`src/sv/gsth_pkg.sv`:
```
package gsth_pkg;

    // Block sizing
    localparam int HISTORY_DEPTH = 1024;
    localparam int GRID_COLS     = 480;
    localparam int GRID_ROWS     = 640;
    localparam int FRAME_WIDTH   = 640;
    localparam int FRAME_HEIGHT  = 480;
    localparam int SUBPIX        = 64;

    // Function codes
    localparam logic FUNC_ADD  = 1'b0;
    localparam logic FUNC_READ = 1'b1;

    // Field widths
    localparam int POS_X_W = 16;
    localparam int POS_Y_W = 15;
    localparam int RIDX_W  = 10;
    localparam int CEN_X_W = 16;
    localparam int CEN_Y_W = 15;
    localparam int ENTRY_W = 11;

    localparam int CELL_X_W = $clog2(GRID_COLS);
    localparam int CELL_Y_W = $clog2(GRID_ROWS);

    // Ring sizing
    localparam int PTR_W  = $clog2(HISTORY_DEPTH);
    localparam int HELD_W = $clog2(HISTORY_DEPTH + 1);
    localparam int CMP_W  = (HELD_W > RIDX_W) ? HELD_W : RIDX_W;
    localparam int SUM_W  = ((PTR_W > RIDX_W) ? PTR_W : RIDX_W) + 1;
    localparam int ECMP_W = (HELD_W > ENTRY_W) ? HELD_W : ENTRY_W;

    // Snap: cell = floor(pos * K >> S), K = ceil((cells-1) * 2^S / size)
    localparam logic [63:0] SIZE_X = 64'(SUBPIX) * 64'(FRAME_WIDTH);
    localparam logic [63:0] SIZE_Y = 64'(SUBPIX) * 64'(FRAME_HEIGHT);

    localparam int SNAP_SX = POS_X_W + $clog2(SIZE_X) + 1;
    localparam int SNAP_SY = POS_Y_W + $clog2(SIZE_Y) + 1;
    localparam logic [63:0] SNAP_KX =
        ((64'(GRID_COLS - 1) << SNAP_SX) + SIZE_X - 64'd1) / SIZE_X;
    localparam logic [63:0] SNAP_KY =
        ((64'(GRID_ROWS - 1) << SNAP_SY) + SIZE_Y - 64'd1) / SIZE_Y;
    localparam int SNAP_KX_W = $clog2(SNAP_KX + 64'd1);
    localparam int SNAP_KY_W = $clog2(SNAP_KY + 64'd1);
    localparam int SNAP_RX_W = (POS_X_W + SNAP_KX_W - SNAP_SX > CELL_X_W) ?
                               (POS_X_W + SNAP_KX_W - SNAP_SX) : CELL_X_W;
    localparam int SNAP_RY_W = (POS_Y_W + SNAP_KY_W - SNAP_SY > CELL_Y_W) ?
                               (POS_Y_W + SNAP_KY_W - SNAP_SY) : CELL_Y_W;
    localparam int SNAP_PX_W = SNAP_SX + SNAP_RX_W;
    localparam int SNAP_PY_W = SNAP_SY + SNAP_RY_W;

    // Centre: v = floor(n / D), n = (2c+1)*size + cells-1, D = 2*(cells-1),
    // folded into one multiply-add: v = (c*A + B) >> S
    localparam logic [63:0] CX_D    = 64'(2 * (GRID_COLS - 1));
    localparam logic [63:0] CY_D    = 64'(2 * (GRID_ROWS - 1));
    localparam logic [63:0] CX_NMAX = 64'(2 * (GRID_COLS - 2) + 1) * SIZE_X
                                      + 64'(GRID_COLS - 1);
    localparam logic [63:0] CY_NMAX = 64'(2 * (GRID_ROWS - 2) + 1) * SIZE_Y
                                      + 64'(GRID_ROWS - 1);
    localparam int CX_S = $clog2(CX_NMAX * CX_D) + 1;
    localparam int CY_S = $clog2(CY_NMAX * CY_D) + 1;
    localparam logic [63:0] CX_M = ((64'd1 << CX_S) + CX_D - 64'd1) / CX_D;
    localparam logic [63:0] CY_M = ((64'd1 << CY_S) + CY_D - 64'd1) / CY_D;
    localparam logic [63:0] CX_A = 64'd2 * SIZE_X * CX_M;
    localparam logic [63:0] CY_A = 64'd2 * SIZE_Y * CY_M;
    localparam logic [63:0] CX_B = (SIZE_X + 64'(GRID_COLS - 1)) * CX_M;
    localparam logic [63:0] CY_B = (SIZE_Y + 64'(GRID_ROWS - 1)) * CY_M;
    localparam int CX_PW = $clog2(CX_A * 64'(GRID_COLS - 2) + CX_B + 64'd1);
    localparam int CY_PW = $clog2(CY_A * 64'(GRID_ROWS - 2) + CY_B + 64'd1);
    localparam int CX_QW = (CX_PW - CX_S > 1) ? (CX_PW - CX_S) : 1;
    localparam int CY_QW = (CY_PW - CY_S > 1) ? (CY_PW - CY_S) : 1;
    localparam int CX_PROD_W = CX_S + CX_QW;
    localparam int CY_PROD_W = CY_S + CY_QW;
    localparam int CX_CMP_W  = (CX_QW > CEN_X_W) ? CX_QW : CEN_X_W;
    localparam int CY_CMP_W  = (CY_QW > CEN_Y_W) ? CY_QW : CEN_Y_W;

    typedef struct packed {
        logic               func;
        logic [POS_X_W-1:0] pos_x;
        logic [POS_Y_W-1:0] pos_y;
        logic [RIDX_W-1:0]  read_index;
    } gsth_in_t;

    typedef struct packed {
        logic [CEN_X_W-1:0] center_x;
        logic [CEN_Y_W-1:0] center_y;
        logic               valid_res;
        logic               stored;
        logic [ENTRY_W-1:0] entry_count;
    } gsth_out_t;

    typedef struct packed {
        logic [CELL_X_W-1:0] cell_x;
        logic [CELL_Y_W-1:0] cell_y;
    } gsth_cell_t;

    typedef struct packed {
        logic              func;
        gsth_cell_t        grid_pos;
        logic [RIDX_W-1:0] read_index;
    } gsth_snap_t;

    typedef struct packed {
        logic               func;
        gsth_cell_t         grid_pos;
        logic               valid_res;
        logic               stored;
        logic [ENTRY_W-1:0] entry_count;
    } gsth_ring_t;

endpackage

```
`src/sv/gsth_centre.sv`:
```
module gsth_centre (
    input  logic                 aclk,
    input  logic                 aresetn,
    input  logic                 in_valid,
    output logic                 in_ready,
    input  gsth_pkg::gsth_ring_t in_data,
    input  gsth_pkg::gsth_cell_t in_rd_cell,
    output logic                 out_valid,
    input  logic                 out_ready,
    output gsth_pkg::gsth_out_t  out_data
);
    import gsth_pkg::*;

    logic                 valid_reg;
    gsth_out_t            data_reg;
    gsth_out_t            data_next;
    gsth_cell_t           sel_pos;
    logic [CX_PROD_W-1:0] prod_x;
    logic [CY_PROD_W-1:0] prod_y;
    logic [CX_QW-1:0]     q_x;
    logic [CY_QW-1:0]     q_y;
    logic [CEN_X_W-1:0]   sat_x;
    logic [CEN_Y_W-1:0]   sat_y;

    assign in_ready = !valid_reg || out_ready;

    assign sel_pos = (in_data.func == FUNC_READ) ? in_rd_cell : in_data.grid_pos;

    // reciprocal multiply-add gives the rounded centre exactly
    assign prod_x = CX_PROD_W'(sel_pos.cell_x) * CX_PROD_W'(CX_A) + CX_PROD_W'(CX_B);
    assign prod_y = CY_PROD_W'(sel_pos.cell_y) * CY_PROD_W'(CY_A) + CY_PROD_W'(CY_B);
    assign q_x    = prod_x[CX_PROD_W-1:CX_S];
    assign q_y    = prod_y[CY_PROD_W-1:CY_S];

    assign sat_x = (CX_CMP_W'(q_x) > CX_CMP_W'({CEN_X_W{1'b1}})) ?
                   {CEN_X_W{1'b1}} : CEN_X_W'(q_x);
    assign sat_y = (CY_CMP_W'(q_y) > CY_CMP_W'({CEN_Y_W{1'b1}})) ?
                   {CEN_Y_W{1'b1}} : CEN_Y_W'(q_y);

    always_comb begin
        data_next.center_x    = in_data.valid_res ? sat_x : '0;
        data_next.center_y    = in_data.valid_res ? sat_y : '0;
        data_next.valid_res   = in_data.valid_res;
        data_next.stored      = in_data.stored;
        data_next.entry_count = in_data.entry_count;
    end

    always_ff @(posedge aclk) begin
        if (!aresetn) begin
            valid_reg <= 1'b0;
        end else if (in_ready) begin
            valid_reg <= in_valid;
        end
    end

    always_ff @(posedge aclk) begin
        if (in_valid && in_ready) begin
            data_reg <= data_next;
        end
    end

    assign out_valid = valid_reg;
    assign out_data  = data_reg;

endmodule

```
`config.mk`:
```
export PLATFORM = sky130hd
export DESIGN_NAME = gsth_centre
export DESIGN_NICKNAME = d
export VERILOG_FILES = /design/src/sv/gsth_pkg.sv /design/src/sv/gsth_centre.sv
export SDC_FILE = /design/constraint.sdc
export NUM_CORES = 1
export LEC_CHECK = 0
export BUFFER_PORTS_ARGS = -buffer_cell sky130_fd_sc_hd__buf_2
export CAP_MARGIN = 20
export CORE_UTILIZATION = 40
export CTS_BUF_LIST = sky130_fd_sc_hd__clkbuf_16
export DETAILED_ROUTE_END_ITERATION = 8
export SETUP_SLACK_MARGIN = 0.05
export SYNTH_ARGS = -nofsm -noshare
export SYNTH_HDL_FRONTEND = slang
export SYNTH_SLANG_ARGS = --single-unit
export TNS_END_PERCENT = 20
```
`constraint.sdc`:
```
create_clock -name aclk -period 12.98 [get_ports aclk]
set_input_delay 3.894 -clock aclk [delete_from_list [all_inputs] [get_ports aclk]]
set_output_delay 3.894 -clock aclk [all_outputs]
set_load 0.02 [all_outputs]
```
==> metrics.txt <==
Async SR Flop Fraction=0%; Post-CTS Hold Buffers=0; routed wire length=28.1 mm; Initial DRC Count=608; RR Startpoint=out_valid$_SDFFE_PN0N_; GRT Overall Usage=20.1%; # DRC=0; RePlAce Congestion=0.975; Fill cells=2668; Setup crit start=in_data[32]; Buffers on Ports=101; vias in the first global route=about 9000; Initial Utilization=about two fifths; Post CTS Setup Buffer Count=0; largest net degree at the start of global routing=45; CP endpoint=out_data[23]$_SDFFCE_PN0P_; vias per cell=5.42; Die ar.=roughly 28000 sq um; worst reg2reg setup slack=11.36 ns; number of nets in the layout=1685; CP startpoint kind=input port; CTS sink cnt=45; wire per inst=roughly 16 microns; worst path arrival time=11.10 ns; initial antenna violation count=3; sequential share of the synthesized area=12.1%; Post-synth EDFFs=44; post-synthesis cell area=approximately 11000 sq um; Seq cells post-synth=45; Post-synth top flop=edfxtp_1; CP max FO=21; total number of vias=9226; first-pass GRT wire length=about 46 mm; TritonCTS buffer count=5; Clk Latency, worst-skew pair=slightly below 0.3 ns; Clock Path Buffers=2; layout cells sized above 1=11.9%; most frequent cells in the layout=202 x inv_1, 199 x ha_1, 101 x fa_1, 101 x buf_2, 78 x a21oi_1; Synth cell types=86; Die H=between 150 and 200 microns; Detailed Place HPWL=24.2 mm; crit path time final=10.98 ns; htree depth=2; worst rel slew slack=34.1%; syn_nets=1610; # IOs=between 100 and 150; status=finished, final reports clean; post-route clock period utilization=84.6%; first-pass iteration count of the detailed router=5; worst hold margin=0.526 ns; CTS tree=built; Worst Path Required=13.11 ns; Yosys warning count=0; reg2reg end=out_data[34]$_SDFFCE_PN0P_; syn avg cell area=roughly 8.9 sq um; unrepaired setup endpoints after global routing=false; final setup TNS=0 ns; root buf cell=clkbuf_16; Worst Clk Skew=between 0.007 and 0.008 ns; commonest non-fill, non-tap cell in the layout=inv_1; antenna-violating nets left=0; Min-Delay Path Class=reg -> reg; chip width=169 microns; CP Class=in -> reg; Cell Rows=60; cells after synthesis=between 1000 and 1500; Final setup viols=0; Worst-path clk slew=roughly 0.070 ns; Slew @ Worst Pin=0.988 ns; grt total ovfl=0; max-slew violation count=0; max cap viols=0; final hold violation count=0; Area growth, synth to finish=8.90%; R2R depth=2; max frequency=91.1 MHz; post-CTS resize count=0; Core ar.=about 27000 sq um; endpoint class of the critical path=register
-- worst min-delay path by stage --
stage | start | endpoint | slack [ns] | depth (start not counted)
final | out_valid$_SDFFE_PN0N_ | out_valid$_SDFFE_PN0N_ | 0.53 | 2
after global routing | out_valid$_SDFFE_PN0N_ | out_valid$_SDFFE_PN0N_ | 0.58 | 2
after CTS | out_valid$_SDFFE_PN0N_ | out_valid$_SDFFE_PN0N_ | 0.53 | 2
after detailed placement | out_valid$_SDFFE_PN0N_ | out_valid$_SDFFE_PN0N_ | 0.52 | 2
after global placement | out_valid$_SDFFE_PN0N_ | out_valid$_SDFFE_PN0N_ | 0.50 | 2
after floorplan | out_valid$_SDFFE_PN0N_ | out_valid$_SDFFE_PN0N_ | 0.75 | 2
-- stage by stage --
step	area [sq um]	utilization [%]	worst slack (ns)	std cells
5_1_grt	12100	44.7	1.58	1703
3_3_place_gp	12000	44.1	1.90	1694
6_report	12100	44.7	2.00	1703
4_1_cts	12100	44.7	2.07	1702
3_5_place_dp	12000	44.1	1.80	1694
2_1_floorplan	11100	-	2.28	1254
-- synth_stat cells, types with 20 or more instances --
library cell	n	area (sq um)
inv_1	202	758
ha_1	199	2490
fa_1	101	2020
a21oi_1	78	390
nand2_1	76	285
o21ai_0	52	260
nor2_1	50	188
edfxtp_1	44	1320
xnor2_1	29	254
xor2_1	29	254
nand3_1	22	110
clkbuf_1	21	78.8
nand4_1	20	125
-- critical path, cell delays in order --
cell and delay (ns):
buf_2 0.45, mux2i_1 0.51, inv_1 0.24, ha_1 0.46, fa_1 0.58, inv_1 0.06
fa_1 0.47, inv_1 0.05, fa_1 0.52, inv_1 0.05, fa_1 0.50, inv_1 0.05
ha_1 0.41, o21a_1 0.23, o211ai_1 0.16, o21ai_1 0.14, o21a_2 0.29, o21ai_1 0.25
o2111ai_1 0.27, a2111oi_1 0.66, a21boi_1 0.29, or3_1 0.37, a21oi_1 0.14
-- registers in the layout (all words and copies together), names as in the netlist --
register / count
out_data: 44
out_valid: 1
-- per-layer routing --
metal	share of wire [%]	up-vias	GRT usage [%]
met3	5.0	28	2.90
met1	51	4372	29.3
li1	-	4593	-
met2	43	229	31.3
met4	1.3	4	4.35
met5	0.096	-	0
-- kinds of logic after synthesis --
family                     count (synthesis)  share of synthesized area [%]
DFF                                       45                           12.1
adders and majority gates                300                           40.6
and+or+nand+nor                          291                           13.5
xor gates and xnor gates                  58                           4.57
buffers and inverters                    237                           8.13
AOI/OAI and AO/OA                        297                           18.7
muxes                                     26                           2.46
-- cell type report --
type / instances / area [sq um] / share of cell area [%]
multi-input combinational: 972 / 8880 / 73.3
clock buffer: 5 / 125 / 1.03
sequential: 45 / 1340 / 11.1
inverter: 203 / 762 / 6.29
antenna: 1 / 2.50 / 0.0207
tap: 372 / 465 / 3.84
timing repair buffer: 102 / 513 / 4.24
clock inverter: 3 / 21.3 / 0.176
Power is left out: the tool's default activity adds up to more than one toggle a clock period on the data nets, which glitch-free logic cannot reach.
