`config.mk`:
```
export PLATFORM = sky130hd
export DESIGN_NAME = gsth_snap
export DESIGN_NICKNAME = d
export VERILOG_FILES = /design/src/sv/gsth_pkg.sv /design/src/sv/gsth_snap.sv
export SDC_FILE = /design/constraint.sdc
export NUM_CORES = 1
export LEC_CHECK = 0
export ABC_AREA = 1
export BUFFER_PORTS_ARGS = -buffer_cell sky130_fd_sc_hd__buf_2
export CAP_MARGIN = 20
export CORE_AREA = 2 2 188 190
export CTS_CLUSTER_DIAMETER = 40
export DETAILED_ROUTE_END_ITERATION = 7
export DIE_AREA = 0 0 190 192
export GPL_TIMING_DRIVEN = 0
export PLACE_DENSITY = 0.54
export SYNTH_ARGS = -nofsm -noshare
export SYNTH_HDL_FRONTEND = slang
export SYNTH_SLANG_ARGS = --single-unit
```
`constraint.sdc`:
```
create_clock -name aclk -period 10.05 [get_ports aclk]
set_input_delay 1.5075 -clock aclk [delete_from_list [all_inputs] [get_ports aclk]]
set_output_delay 1.5075 -clock aclk [all_outputs]
set_load 0.01 [all_outputs]
```
`src/sv/gsth_pkg.sv`:
```
package gsth_pkg;

    // Block sizing
    localparam int HISTORY_DEPTH = 1024;
    localparam int GRID_COLS     = 480;
    localparam int GRID_ROWS     = 640;
    localparam int FRAME_WIDTH   = 640;
    localparam int FRAME_HEIGHT  = 480;
    localparam int SUBPIX        = 64;

    // Function codes
    localparam logic FUNC_ADD  = 1'b0;
    localparam logic FUNC_READ = 1'b1;

    // Field widths
    localparam int POS_X_W = 16;
    localparam int POS_Y_W = 15;
    localparam int RIDX_W  = 10;
    localparam int CEN_X_W = 16;
    localparam int CEN_Y_W = 15;
    localparam int ENTRY_W = 11;

    localparam int CELL_X_W = $clog2(GRID_COLS);
    localparam int CELL_Y_W = $clog2(GRID_ROWS);

    // Ring sizing
    localparam int PTR_W  = $clog2(HISTORY_DEPTH);
    localparam int HELD_W = $clog2(HISTORY_DEPTH + 1);
    localparam int CMP_W  = (HELD_W > RIDX_W) ? HELD_W : RIDX_W;
    localparam int SUM_W  = ((PTR_W > RIDX_W) ? PTR_W : RIDX_W) + 1;
    localparam int ECMP_W = (HELD_W > ENTRY_W) ? HELD_W : ENTRY_W;

    // Snap: cell = floor(pos * K >> S), K = ceil((cells-1) * 2^S / size)
    localparam logic [63:0] SIZE_X = 64'(SUBPIX) * 64'(FRAME_WIDTH);
    localparam logic [63:0] SIZE_Y = 64'(SUBPIX) * 64'(FRAME_HEIGHT);

    localparam int SNAP_SX = POS_X_W + $clog2(SIZE_X) + 1;
    localparam int SNAP_SY = POS_Y_W + $clog2(SIZE_Y) + 1;
    localparam logic [63:0] SNAP_KX =
        ((64'(GRID_COLS - 1) << SNAP_SX) + SIZE_X - 64'd1) / SIZE_X;
    localparam logic [63:0] SNAP_KY =
        ((64'(GRID_ROWS - 1) << SNAP_SY) + SIZE_Y - 64'd1) / SIZE_Y;
    localparam int SNAP_KX_W = $clog2(SNAP_KX + 64'd1);
    localparam int SNAP_KY_W = $clog2(SNAP_KY + 64'd1);
    localparam int SNAP_RX_W = (POS_X_W + SNAP_KX_W - SNAP_SX > CELL_X_W) ?
                               (POS_X_W + SNAP_KX_W - SNAP_SX) : CELL_X_W;
    localparam int SNAP_RY_W = (POS_Y_W + SNAP_KY_W - SNAP_SY > CELL_Y_W) ?
                               (POS_Y_W + SNAP_KY_W - SNAP_SY) : CELL_Y_W;
    localparam int SNAP_PX_W = SNAP_SX + SNAP_RX_W;
    localparam int SNAP_PY_W = SNAP_SY + SNAP_RY_W;

    // Centre: v = floor(n / D), n = (2c+1)*size + cells-1, D = 2*(cells-1),
    // folded into one multiply-add: v = (c*A + B) >> S
    localparam logic [63:0] CX_D    = 64'(2 * (GRID_COLS - 1));
    localparam logic [63:0] CY_D    = 64'(2 * (GRID_ROWS - 1));
    localparam logic [63:0] CX_NMAX = 64'(2 * (GRID_COLS - 2) + 1) * SIZE_X
                                      + 64'(GRID_COLS - 1);
    localparam logic [63:0] CY_NMAX = 64'(2 * (GRID_ROWS - 2) + 1) * SIZE_Y
                                      + 64'(GRID_ROWS - 1);
    localparam int CX_S = $clog2(CX_NMAX * CX_D) + 1;
    localparam int CY_S = $clog2(CY_NMAX * CY_D) + 1;
    localparam logic [63:0] CX_M = ((64'd1 << CX_S) + CX_D - 64'd1) / CX_D;
    localparam logic [63:0] CY_M = ((64'd1 << CY_S) + CY_D - 64'd1) / CY_D;
    localparam logic [63:0] CX_A = 64'd2 * SIZE_X * CX_M;
    localparam logic [63:0] CY_A = 64'd2 * SIZE_Y * CY_M;
    localparam logic [63:0] CX_B = (SIZE_X + 64'(GRID_COLS - 1)) * CX_M;
    localparam logic [63:0] CY_B = (SIZE_Y + 64'(GRID_ROWS - 1)) * CY_M;
    localparam int CX_PW = $clog2(CX_A * 64'(GRID_COLS - 2) + CX_B + 64'd1);
    localparam int CY_PW = $clog2(CY_A * 64'(GRID_ROWS - 2) + CY_B + 64'd1);
    localparam int CX_QW = (CX_PW - CX_S > 1) ? (CX_PW - CX_S) : 1;
    localparam int CY_QW = (CY_PW - CY_S > 1) ? (CY_PW - CY_S) : 1;
    localparam int CX_PROD_W = CX_S + CX_QW;
    localparam int CY_PROD_W = CY_S + CY_QW;
    localparam int CX_CMP_W  = (CX_QW > CEN_X_W) ? CX_QW : CEN_X_W;
    localparam int CY_CMP_W  = (CY_QW > CEN_Y_W) ? CY_QW : CEN_Y_W;

    typedef struct packed {
        logic               func;
        logic [POS_X_W-1:0] pos_x;
        logic [POS_Y_W-1:0] pos_y;
        logic [RIDX_W-1:0]  read_index;
    } gsth_in_t;

    typedef struct packed {
        logic [CEN_X_W-1:0] center_x;
        logic [CEN_Y_W-1:0] center_y;
        logic               valid_res;
        logic               stored;
        logic [ENTRY_W-1:0] entry_count;
    } gsth_out_t;

    typedef struct packed {
        logic [CELL_X_W-1:0] cell_x;
        logic [CELL_Y_W-1:0] cell_y;
    } gsth_cell_t;

    typedef struct packed {
        logic              func;
        gsth_cell_t        grid_pos;
        logic [RIDX_W-1:0] read_index;
    } gsth_snap_t;

    typedef struct packed {
        logic               func;
        gsth_cell_t         grid_pos;
        logic               valid_res;
        logic               stored;
        logic [ENTRY_W-1:0] entry_count;
    } gsth_ring_t;

endpackage

```
`src/sv/gsth_snap.sv`:
```
module gsth_snap (
    input  logic                 aclk,
    input  logic                 aresetn,
    input  logic                 in_valid,
    output logic                 in_ready,
    input  gsth_pkg::gsth_in_t   in_data,
    output logic                 out_valid,
    input  logic                 out_ready,
    output gsth_pkg::gsth_snap_t out_data
);
    import gsth_pkg::*;

    logic                 valid_reg;
    gsth_snap_t           data_reg;
    gsth_snap_t           data_next;
    logic [SNAP_PX_W-1:0] prod_x;
    logic [SNAP_PY_W-1:0] prod_y;
    logic [SNAP_RX_W-1:0] raw_x;
    logic [SNAP_RY_W-1:0] raw_y;

    assign in_ready = !valid_reg || out_ready;

    // one constant multiply per axis, quotient is the top bits
    assign prod_x = SNAP_PX_W'(in_data.pos_x) * SNAP_PX_W'(SNAP_KX);
    assign prod_y = SNAP_PY_W'(in_data.pos_y) * SNAP_PY_W'(SNAP_KY);
    assign raw_x  = prod_x[SNAP_PX_W-1:SNAP_SX];
    assign raw_y  = prod_y[SNAP_PY_W-1:SNAP_SY];

    always_comb begin
        data_next.func       = in_data.func;
        data_next.read_index = in_data.read_index;
        // clamp at the far edge
        if (raw_x > SNAP_RX_W'(GRID_COLS - 2)) begin
            data_next.grid_pos.cell_x = CELL_X_W'(GRID_COLS - 2);
        end else begin
            data_next.grid_pos.cell_x = raw_x[CELL_X_W-1:0];
        end
        if (raw_y > SNAP_RY_W'(GRID_ROWS - 2)) begin
            data_next.grid_pos.cell_y = CELL_Y_W'(GRID_ROWS - 2);
        end else begin
            data_next.grid_pos.cell_y = raw_y[CELL_Y_W-1:0];
        end
    end

    always_ff @(posedge aclk) begin
        if (!aresetn) begin
            valid_reg <= 1'b0;
        end else if (in_ready) begin
            valid_reg <= in_valid;
        end
    end

    always_ff @(posedge aclk) begin
        if (in_valid && in_ready) begin
            data_reg <= data_next;
        end
    end

    assign out_valid = valid_reg;
    assign out_data  = data_reg;

endmodule

```
==> impl_metrics.csv, run 1 <==
group,metric,value,unit
synthesis,syn_inst,1716,
critical_path,start_kind,"primary input",
drt,avgViaCountPerCell,4.74,
final_layout,layout.filler_cells,3515,
floorplan,fp.coreArea,0.0343,mm2
final_layout,final_core_util,44.7,%
final_layout,design_area,0.0153,mm2
critical_path,worst_r2r_end,"out_data[14]",
drt,first_iter_violations,596,
final_layout,antenna-diode-count,0,
synthesis,synth_compound_gate_area_share,6.26,%
min_path,whs_endpoint,"out_valid",
synthesis,average_footprint_of_a_synthesized_cell,8.29,um2
timing,fmax,143,MHz
critical_path,critical-path-slowest-cell,"fa_1",
synthesis,ys_seq_elements,31,
drt,routed_via_count,10688,
floorplan,io_pins,78,
global_route,largest_net_degree_at_the_start_of_global_routing,31,
synthesis,post_synthesis_share_of_cell_area_spent_on_and_or_nand_and_nor_gates,14.3,%
clocking,clock_sinks,31,
global_route,global_route_usage_over_all_layers,21.5,%
min_path,min_path_type,"reg2reg",
synthesis,synthesis.area,0.0142,mm2
drt,routed_wire_per_std_cell,16.0,um
synthesis,ys.flop_type,"edfxtp_1",
timing,fin_worst_skew,0.00292,ns
drt,first_pass_iters,6,
timing,timing_max_transition_violations_final,0,
clocking,path_clk_slew,0.05,ns
floorplan,initial_core_util,41.5,%
synthesis,netlist.top_cell.by_area,"fa_1",
synthesis,synth_async_sr_flop_share,0,%
critical_path,setup.reg_to_reg.worst_slack,8.58,ns
synthesis,adder_cell_area_share_of_the_yosys_netlist,58.9,%
synthesis,ys.warnings.count,0,
synthesis,netlist_top_cells_area,"fa_1 (33%), ha_1 (26%), inv_1 (13%)",
global_route,grt_pass1_vias,11443,
timing,rsz0062_at_grt,"no",
clocking,cts-htree-levels,2,
floorplan,floorplan.die_area,0.0365,mm2
placed_design,placed_standard_cell_area,0.0152,mm2
placed_design,finalWeightedCongestion,0.880,
synthesis,synth.area.mux_share,0,%
clocking,cts_resized,0,
timing,setup_tns,0,ns
floorplan,floorplan.die.width,190,um
final_layout,layout-area-overhead-vs-synth,7.78,%
timing,fin_crit_sh,69.6,%
clocking,clkLatencyLatePin,0.27,ns
clocking,clk_root_buffer_cell,"clkbuf_16",
critical_path,crit_fanout,8,
placed_design,place_inst,2248,
timing,timing.max_slew.rel_slack,38.1,%
synthesis,dominant_combinational_cell_family_by_area_after_synthesis,"adder cells",
global_route,total_global_routing_overflow,0,
floorplan,rows,68,
critical_path,critPathArrivalTime,7.01,ns
critical_path,reg2regPathDepth,1,
drt,total_detailed_routing_wirelength,36200,um
critical_path,critical_path_buf_inv_count,6,
clocking,total_cts_buffers,5,
critical_path,path_common_cell,"nand2_1",
final_layout,fraction_of_layout_cells_with_a_size_suffix_above_1,6.16,%
timing,finalHoldViolCount,0,
critical_path,worst-setup-path-type,"in2reg",
clocking,cts-root-to-sink-buffers,2,
synthesis,synth.yosys.seq_area_share,6.47,%
critical_path,worst_path_dominant_cell_family,"adder cells",
clocking,cts_hold_buffers,0,
timing,finalWorstPathRequiredPeriod,7.00,ns
drt,ant_nets,0,
final_layout,instances_no_fill,2256,
critical_path,worst_setup_path_end_kind,"flip-flop",
run_status,outcome,"completed",
synthesis,synth_enable_flop_cells,30,
synthesis,syn-num-nets,2292,
placed_design,port_buffers,77,
final_layout,layout.nets,2376,
flow_run,cap_violations,0,
synthesis,synth-xor-area-share,1.10,%
timing,setup-violations-final,0,
timing,timing_worst_slew_pin_value,0.926,ns
drt,drc_errors,0,
clocking,post_cts.repair.setup_buffers,0,
global_route,global_route_wire_length_before_repair,60800,um
floorplan,dieHeight,192,um
min_path,hold_path_startpoint,"out_valid",
synthesis,portion_of_synthesized_cell_area_occupied_by_the_leading_cell_type,32.7,%
critical_path,cp.required,10.06,ns
critical_path,crit-reg2reg-launch,"out_valid",
placed_design,place_hpwl,33800,um
min_path,cell_depth_of_the_worst_min_delay_path,2,
global_route,number_of_antenna_violations_at_the_first_check_in_global_routing,0,
critical_path,crit_path_max_incr_delay,0.65,ns
synthesis,post_synth_num_cell_types,34,
clocking,cts_tree,"done",
-- cells in the final DEF, fill, tap and decap left out, drive strengths merged, types with 8 or more instances in the layout --
master | Yosys | layout
a21oi | 83 | 83
buf | 0 | 77
edfxtp | 30 | 30
fa | 232 | 232
ha | 298 | 298
inv | 492 | 492
nand2 | 287 | 287
nand3 | 45 | 45
nor2 | 111 | 111
nor3 | 18 | 18
o21ai | 44 | 44
o21bai | 13 | 13
xnor2 | 8 | 8
xor2 | 9 | 9
-- kinds of logic (layout without fill, tap and decap cells) --
kind of cell    Yosys count  after routing
fa+ha+maj               530            530
buf+inv                 492            577
simple gates            485            485
compound gates          161            161
flops                    31             31
xor+xnor                 17             17
-- routing by layer --
layer | up-vias | GRT usage, % | part of all wire, %
met3 | 21 | 5.13 | 7.2
met1 | 4970 | 33.6 | 53
met4 | 0 | 2.30 | 0.95
met5 | - | 0 | 0
met2 | 257 | 30.6 | 39
li1 | 5440 | - | -
-- registers in the layout, indices dropped and copies added, names as in the netlist --
register   count
out_data      30
out_valid      1
-- synth_stat cells, types with 13 or more instances --
master	instances
inv_1	491
ha_1	298
nand2_1	281
fa_1	232
nor2_1	102
a21oi_1	81
nand3_1	45
o21ai_0	39
edfxtp_1	30
nor3_1	17
o21bai_1	13
-- layout make-up --
class                   count  area [um2]  area share (%)
clock buffers               6         129           0.841
inverters                 492        1850            12.0
multi-input cells        1193       11500            74.8
repair buffers             77         385            2.51
well taps                 455         569            3.71
flip-flops and latches     31         921            6.01
clock inverters             2        12.5          0.0816
-- stage by stage --
stage | setup WS, ns | hold slack, ns
finish | 3.05 | 0.547
global route | 2.55 | 0.581
CTS | 3.02 | 0.557
detailed placement | 2.77 | 0.546
global placement | 2.78 | 0.501
floorplan | 3.51 | 0.595
-- worst max path at each step --
stage          slack (ns)      endpoint   startpoint  cells past startpoint
6_report             3.05  out_data[25]  in_data[32]                     30
5_1_grt              2.55  out_data[25]  in_data[32]                     30
4_1_cts              3.02  out_data[25]  in_data[32]                     30
3_5_place_dp         2.77  out_data[25]  in_data[32]                     30
3_3_place_gp         2.78  out_data[25]  in_data[32]                     30
2_1_floorplan        3.51  out_data[25]  in_data[29]                     25
Power of run 1 is not shown: default switching activity piles up to over one toggle a cycle in this logic, so the estimate is an artifact.
==> run 2: changes to the inputs <==
==> constraint.sdc (replaced) <==
create_clock -name aclk -period 6.9 [get_ports aclk]
set_input_delay 1.035 -clock aclk [delete_from_list [all_inputs] [get_ports aclk]]
set_output_delay 1.035 -clock aclk [all_outputs]
set_load 0.01 [all_outputs]
==> impl_metrics.csv, run 2 (synthesis gave the netlist of run 1 again) <==
group,metric,value,unit
critical_path,critical-path-slowest-cell,"fa_1",
floorplan,dieHeight,192,um
timing,timing_worst_slew_pin_value,0.926,ns
clocking,path_clk_slew,0.05,ns
floorplan,io_pins,78,
critical_path,setup.reg_to_reg.worst_slack,5.43,ns
final_layout,layout.nets,2376,
placed_design,port_buffers,77,
min_path,hold_path_startpoint,"out_valid",
clocking,cts-root-to-sink-buffers,2,
clocking,cts_tree,"done",
final_layout,layout-area-overhead-vs-synth,7.85,%
global_route,global_route_usage_over_all_layers,21.5,%
final_layout,layout.filler_cells,3516,
min_path,min_path_type,"reg2reg",
final_layout,fraction_of_layout_cells_with_a_size_suffix_above_1,6.33,%
final_layout,multi_input_comb_area,0.0115,mm2
timing,finalWorstPathRequiredPeriod,6.44,ns
final_layout,final_common_cell,"inv_1",
global_route,number_of_antenna_violations_at_the_first_check_in_global_routing,0,
global_route,total_global_routing_overflow,0,
final_layout,largest_reg_flops,30,
critical_path,critical_path_buf_inv_count,6,
min_path,cell_depth_of_the_worst_min_delay_path,2,
timing,fmax,155,MHz
critical_path,reg2regPathDepth,1,
timing,fin_crit_sh,93.3,%
final_layout,design_area,0.0153,mm2
drt,routed_wire_per_std_cell,16.0,um
placed_design,finalWeightedCongestion,0.880,
drt,drc_errors,0,
floorplan,rows,68,
clocking,clkLatencyLatePin,0.27,ns
critical_path,crit_path_cell_trace,"buf_2 -> inv_1 -> ha_1 -> fa_1 -> inv_1 -> fa_1 -> fa_1 -> inv_1 -> fa_1 -> inv_1 -> ha_1 -> ha_1 -> a21oi_1 -> o21ai_0 -> a21oi_1 -> nor2_1 -> o21ai_0 -> nand3_1 -> nand2_1 -> inv_1 -> nor2_2 -> nand2_2 -> nand2_4 -> nand3_1",
placed_design,place_inst,2248,
min_path,whs_endpoint,"out_valid",
drt,routed_via_count,10687,
clocking,post_cts.repair.setup_buffers,0,
global_route,largest_net_degree_at_the_start_of_global_routing,31,
run_status,outcome,"completed",
placed_design,place_hpwl,33800,um
drt,avgViaCountPerCell,4.74,
clocking,clk_root_buffer_cell,"clkbuf_16",
drt,first_pass_iters,6,
placed_design,placed_standard_cell_area,0.0152,mm2
timing,fin_worst_skew,0.00292,ns
timing,timing_max_transition_violations_final,0,
critical_path,worst_r2r_end,"out_data[14]",
critical_path,crit_path_max_incr_delay,0.60,ns
timing,finalHoldViolCount,0,
critical_path,crit-reg2reg-launch,"out_valid",
clocking,total_cts_buffers,5,
floorplan,floorplan.die.width,190,um
timing,rsz0062_at_grt,"no",
critical_path,path_common_cell,"inv_1",
floorplan,initial_core_util,41.5,%
global_route,global_route_wire_length_before_repair,60800,um
final_layout,instances_no_fill,2256,
final_layout,antenna-diode-count,0,
timing,setup_tns,0,ns
critical_path,worst-setup-path-type,"in2reg",
final_layout,layout.area.seq,921,um2
global_route,grt_pass1_vias,11443,
critical_path,worst_path_dominant_cell_family,"adder cells",
drt,ant_nets,0,
clocking,cts_resized,0,
critical_path,critPathArrivalTime,6.44,ns
critical_path,cp.required,6.90,ns
timing,timing.max_slew.rel_slack,38.1,%
floorplan,fp.coreArea,0.0343,mm2
clocking,cts-htree-levels,2,
drt,first_iter_violations,594,
drt,total_detailed_routing_wirelength,36200,um
critical_path,crit_path_depth,24,
final_layout,final_cell_mix,"inv_1 (491), ha_1 (298), nand2_1 (281), fa_1 (231), nor2_1 (101)",
timing,setup-violations-final,0,
critical_path,start_kind,"primary input",
critical_path,crit_fanout,8,
clocking,clock_sinks,31,
clocking,cts_hold_buffers,0,
flow_run,cap_violations,0,
final_layout,final_core_util,44.7,%
critical_path,worst_setup_path_end_kind,"flip-flop",
floorplan,floorplan.die_area,0.0365,mm2
[run 2: cell counts in the layout (fill, tap and decap cells not counted)]
No cell type changed its count.
[run 2: metal layers]
| layer | up-vias | global-route usage (%) | wire [um] |
|---|---|---|---|
| met5 | - | 0 | 0 |
| met2 | 233 | 30.6 | 14000 |
| met1 | 4991 | 33.6 | 19400 |
| met4 | 0 | 2.30 | 358 |
| met3 | 25 | 5.13 | 2480 |
| li1 | 5438 | - | - |
[run 2: per-stage QoR]
stage | setup slack, ns | hold slack, ns
floorplan | 0.835 | 0.595
global placement | 0.106 | 0.501
detailed placement | 0.0948 | 0.546
CTS | 0.344 | 0.557
global route | 0.00815 | 0.581
finish | 0.461 | 0.547
[run 2: layout make-up]
cell class | instances | share of cell area [%]
Inverter | 492 | 12.0
Multi-Input combinational cell | 1193 | 74.8
Sequential cell | 31 | 6.00
Timing Repair Buffer | 77 | 2.51
Clock inverter | 2 | 0.0816
Clock buffer | 6 | 0.840
Tap cell | 455 | 3.71
[run 2: worst min-delay path, stage by stage (launching register included)]
cell and delay, ns:
dfxtp_1 0.34, nand2_1 0.09, a21boi_0 0.07
[run 2: worst max path at each step]
| stage | from | slack [ns] | end |
|---|---|---|---|
| floorplan | in_data[29] | 0.83 | out_data[25] |
| global placement | in_data[32] | 0.11 | out_data[25] |
| detailed placement | in_data[32] | 0.09 | out_data[25] |
| CTS | in_data[32] | 0.34 | out_data[25] |
| global route | in_data[32] | 0.008 | out_data[25] |
| finish | in_data[14] | 0.46 | out_data[13] |
Power of run 2 is left out for the same reason.
==> run 3: changes to the inputs <==
--- a/config.mk
+++ b/config.mk
@@ -9,7 +9,8 @@
 export BUFFER_PORTS_ARGS = -buffer_cell sky130_fd_sc_hd__buf_2
 export CAP_MARGIN = 20
 export CORE_AREA = 2 2 188 190
-export CTS_CLUSTER_DIAMETER = 40
+export CTS_BUF_LIST = sky130_fd_sc_hd__clkbuf_8
+export CTS_CLUSTER_DIAMETER = 50
 export DETAILED_ROUTE_END_ITERATION = 7
 export DIE_AREA = 0 0 190 192
 export GPL_TIMING_DRIVEN = 0
==> impl_metrics.csv, run 3 (synthesis gave the netlist of run 1 again) <==
group,metric,value,unit
global_route,number_of_antenna_violations_at_the_first_check_in_global_routing,0,
critical_path,worst-setup-path-type,"in2reg",
global_route,global_route_wire_length_before_repair,61100,um
final_layout,largest_reg_flops,30,
floorplan,fp.coreArea,0.0343,mm2
global_route,largest_net_degree_at_the_start_of_global_routing,31,
drt,total_detailed_routing_wirelength,36300,um
clocking,path_clk_slew,0.07,ns
timing,rsz0062_at_grt,"no",
timing,timing.max_slew.rel_slack,38.0,%
global_route,grt_pass1_vias,11450,
run_status,outcome,"completed",
timing,fin_crit_sh,93.3,%
timing,timing_worst_slew_pin_value,0.928,ns
final_layout,layout.filler_cells,3519,
drt,ant_nets,0,
timing,fmax,155,MHz
clocking,clock_sinks,31,
flow_run,cap_violations,0,
timing,finalWorstPathRequiredPeriod,6.44,ns
drt,first_iter_violations,554,
critical_path,crit_path_max_incr_delay,0.60,ns
clocking,post_cts.repair.setup_buffers,0,
placed_design,finalWeightedCongestion,0.880,
drt,first_pass_iters,7,
placed_design,port_buffers,77,
critical_path,cp.required,6.91,ns
clocking,cts-root-to-sink-buffers,2,
floorplan,initial_core_util,41.5,%
floorplan,rows,68,
drt,drc_errors,0,
clocking,clkLatencyLatePin,0.27,ns
floorplan,dieHeight,192,um
final_layout,fraction_of_layout_cells_with_a_size_suffix_above_1,6.33,%
global_route,total_global_routing_overflow,0,
drt,routed_wire_per_std_cell,16.1,um
floorplan,floorplan.die.width,190,um
min_path,min_path_type,"reg2reg",
critical_path,critPathArrivalTime,6.45,ns
clocking,cts_tree,"done",
critical_path,worst_path_dominant_cell_family,"adder cells",
final_layout,layout-area-overhead-vs-synth,7.45,%
global_route,global_route_usage_over_all_layers,21.5,%
final_layout,antenna-diode-count,0,
clocking,cts-htree-levels,2,
critical_path,crit_fanout,7,
timing,setup-violations-final,0,
floorplan,floorplan.die_area,0.0365,mm2
final_layout,final_common_cell,"inv_1",
final_layout,final_cell_mix,"inv_1 (492), ha_1 (298), nand2_1 (281), fa_1 (231), nor2_1 (101)",
timing,fin_worst_skew,0.00287,ns
critical_path,critical_path_buf_inv_count,6,
timing,setup_tns,0,ns
floorplan,io_pins,78,
placed_design,place_hpwl,33800,um
clocking,total_cts_buffers,5,
drt,avgViaCountPerCell,4.74,
critical_path,crit_path_cell_trace,"buf_2 -> inv_1 -> ha_1 -> fa_1 -> fa_1 -> inv_1 -> fa_1 -> fa_1 -> inv_1 -> fa_1 -> inv_1 -> ha_1 -> a21oi_1 -> o21ai_0 -> nand2_1 -> nand2_1 -> o21ai_0 -> nand3_1 -> nand2_1 -> inv_1 -> nor2_2 -> nand2_2 -> nand2_4 -> nand3_1",
critical_path,start_kind,"primary input",
critical_path,critical-path-slowest-cell,"fa_1",
clocking,clk_root_buffer_cell,"clkbuf_8",
final_layout,layout.nets,2376,
drt,routed_via_count,10683,
timing,finalHoldViolCount,0,
timing,timing_max_transition_violations_final,0,
critical_path,worst_setup_path_end_kind,"flip-flop",
## run 3: metrics by stage
stage          instance area [um2]  setup slack, ns  cells  utilization [%]  hold WS [ns]
2_1_floorplan                14200            0.835   1716                -         0.595
3_3_place_gp                 15200            0.106   2248             44.3         0.501
3_5_place_dp                 15200           0.0948   2248             44.3         0.546
4_1_cts                      15300            0.354   2256             44.6         0.560
5_1_grt                      15300           0.0197   2256             44.6         0.584
6_report                     15300            0.464   2256             44.6         0.549
## run 3: metal layers
metal / share of wire [%] / vias up / track usage [%]
met5: 0 / - / 0
met4: 0.90 / 0 / 2.27
met3: 6.2 / 19 / 4.33
met2: 39 / 220 / 30.8
met1: 54 / 5005 / 34.0
li1: - / 5439 / -
## run 3: worst paths after layout
check	slack [ns]	end	cells after the start	start
min reg2reg	0.55	out_valid	2	out_valid
max	0.46	out_data[13]	24	in_data[23]
min	0.55	out_valid	2	out_valid
max reg2reg	5.43	out_data[10]	1	out_valid
## run 3: what timing repair did
action / in CTS / in global routing
gates resized for setup: 0 / 3
hold buffers: 0 / 0
endpoints found under the setup margin: 0 / 2
## run 3: final cells by class
type / instances / area, um2 / share of cell area, %
Clock inverter: 3 / 16.3 / 0.106
Sequential cell: 31 / 921 / 6.02
Multi-Input combinational cell: 1193 / 11500 / 75.1
Clock buffer: 5 / 68.8 / 0.450
Timing Repair Buffer: 77 / 385 / 2.52
Tap cell: 455 / 569 / 3.72
Inverter: 492 / 1850 / 12.1
Power of run 3 is left out for the same reason.
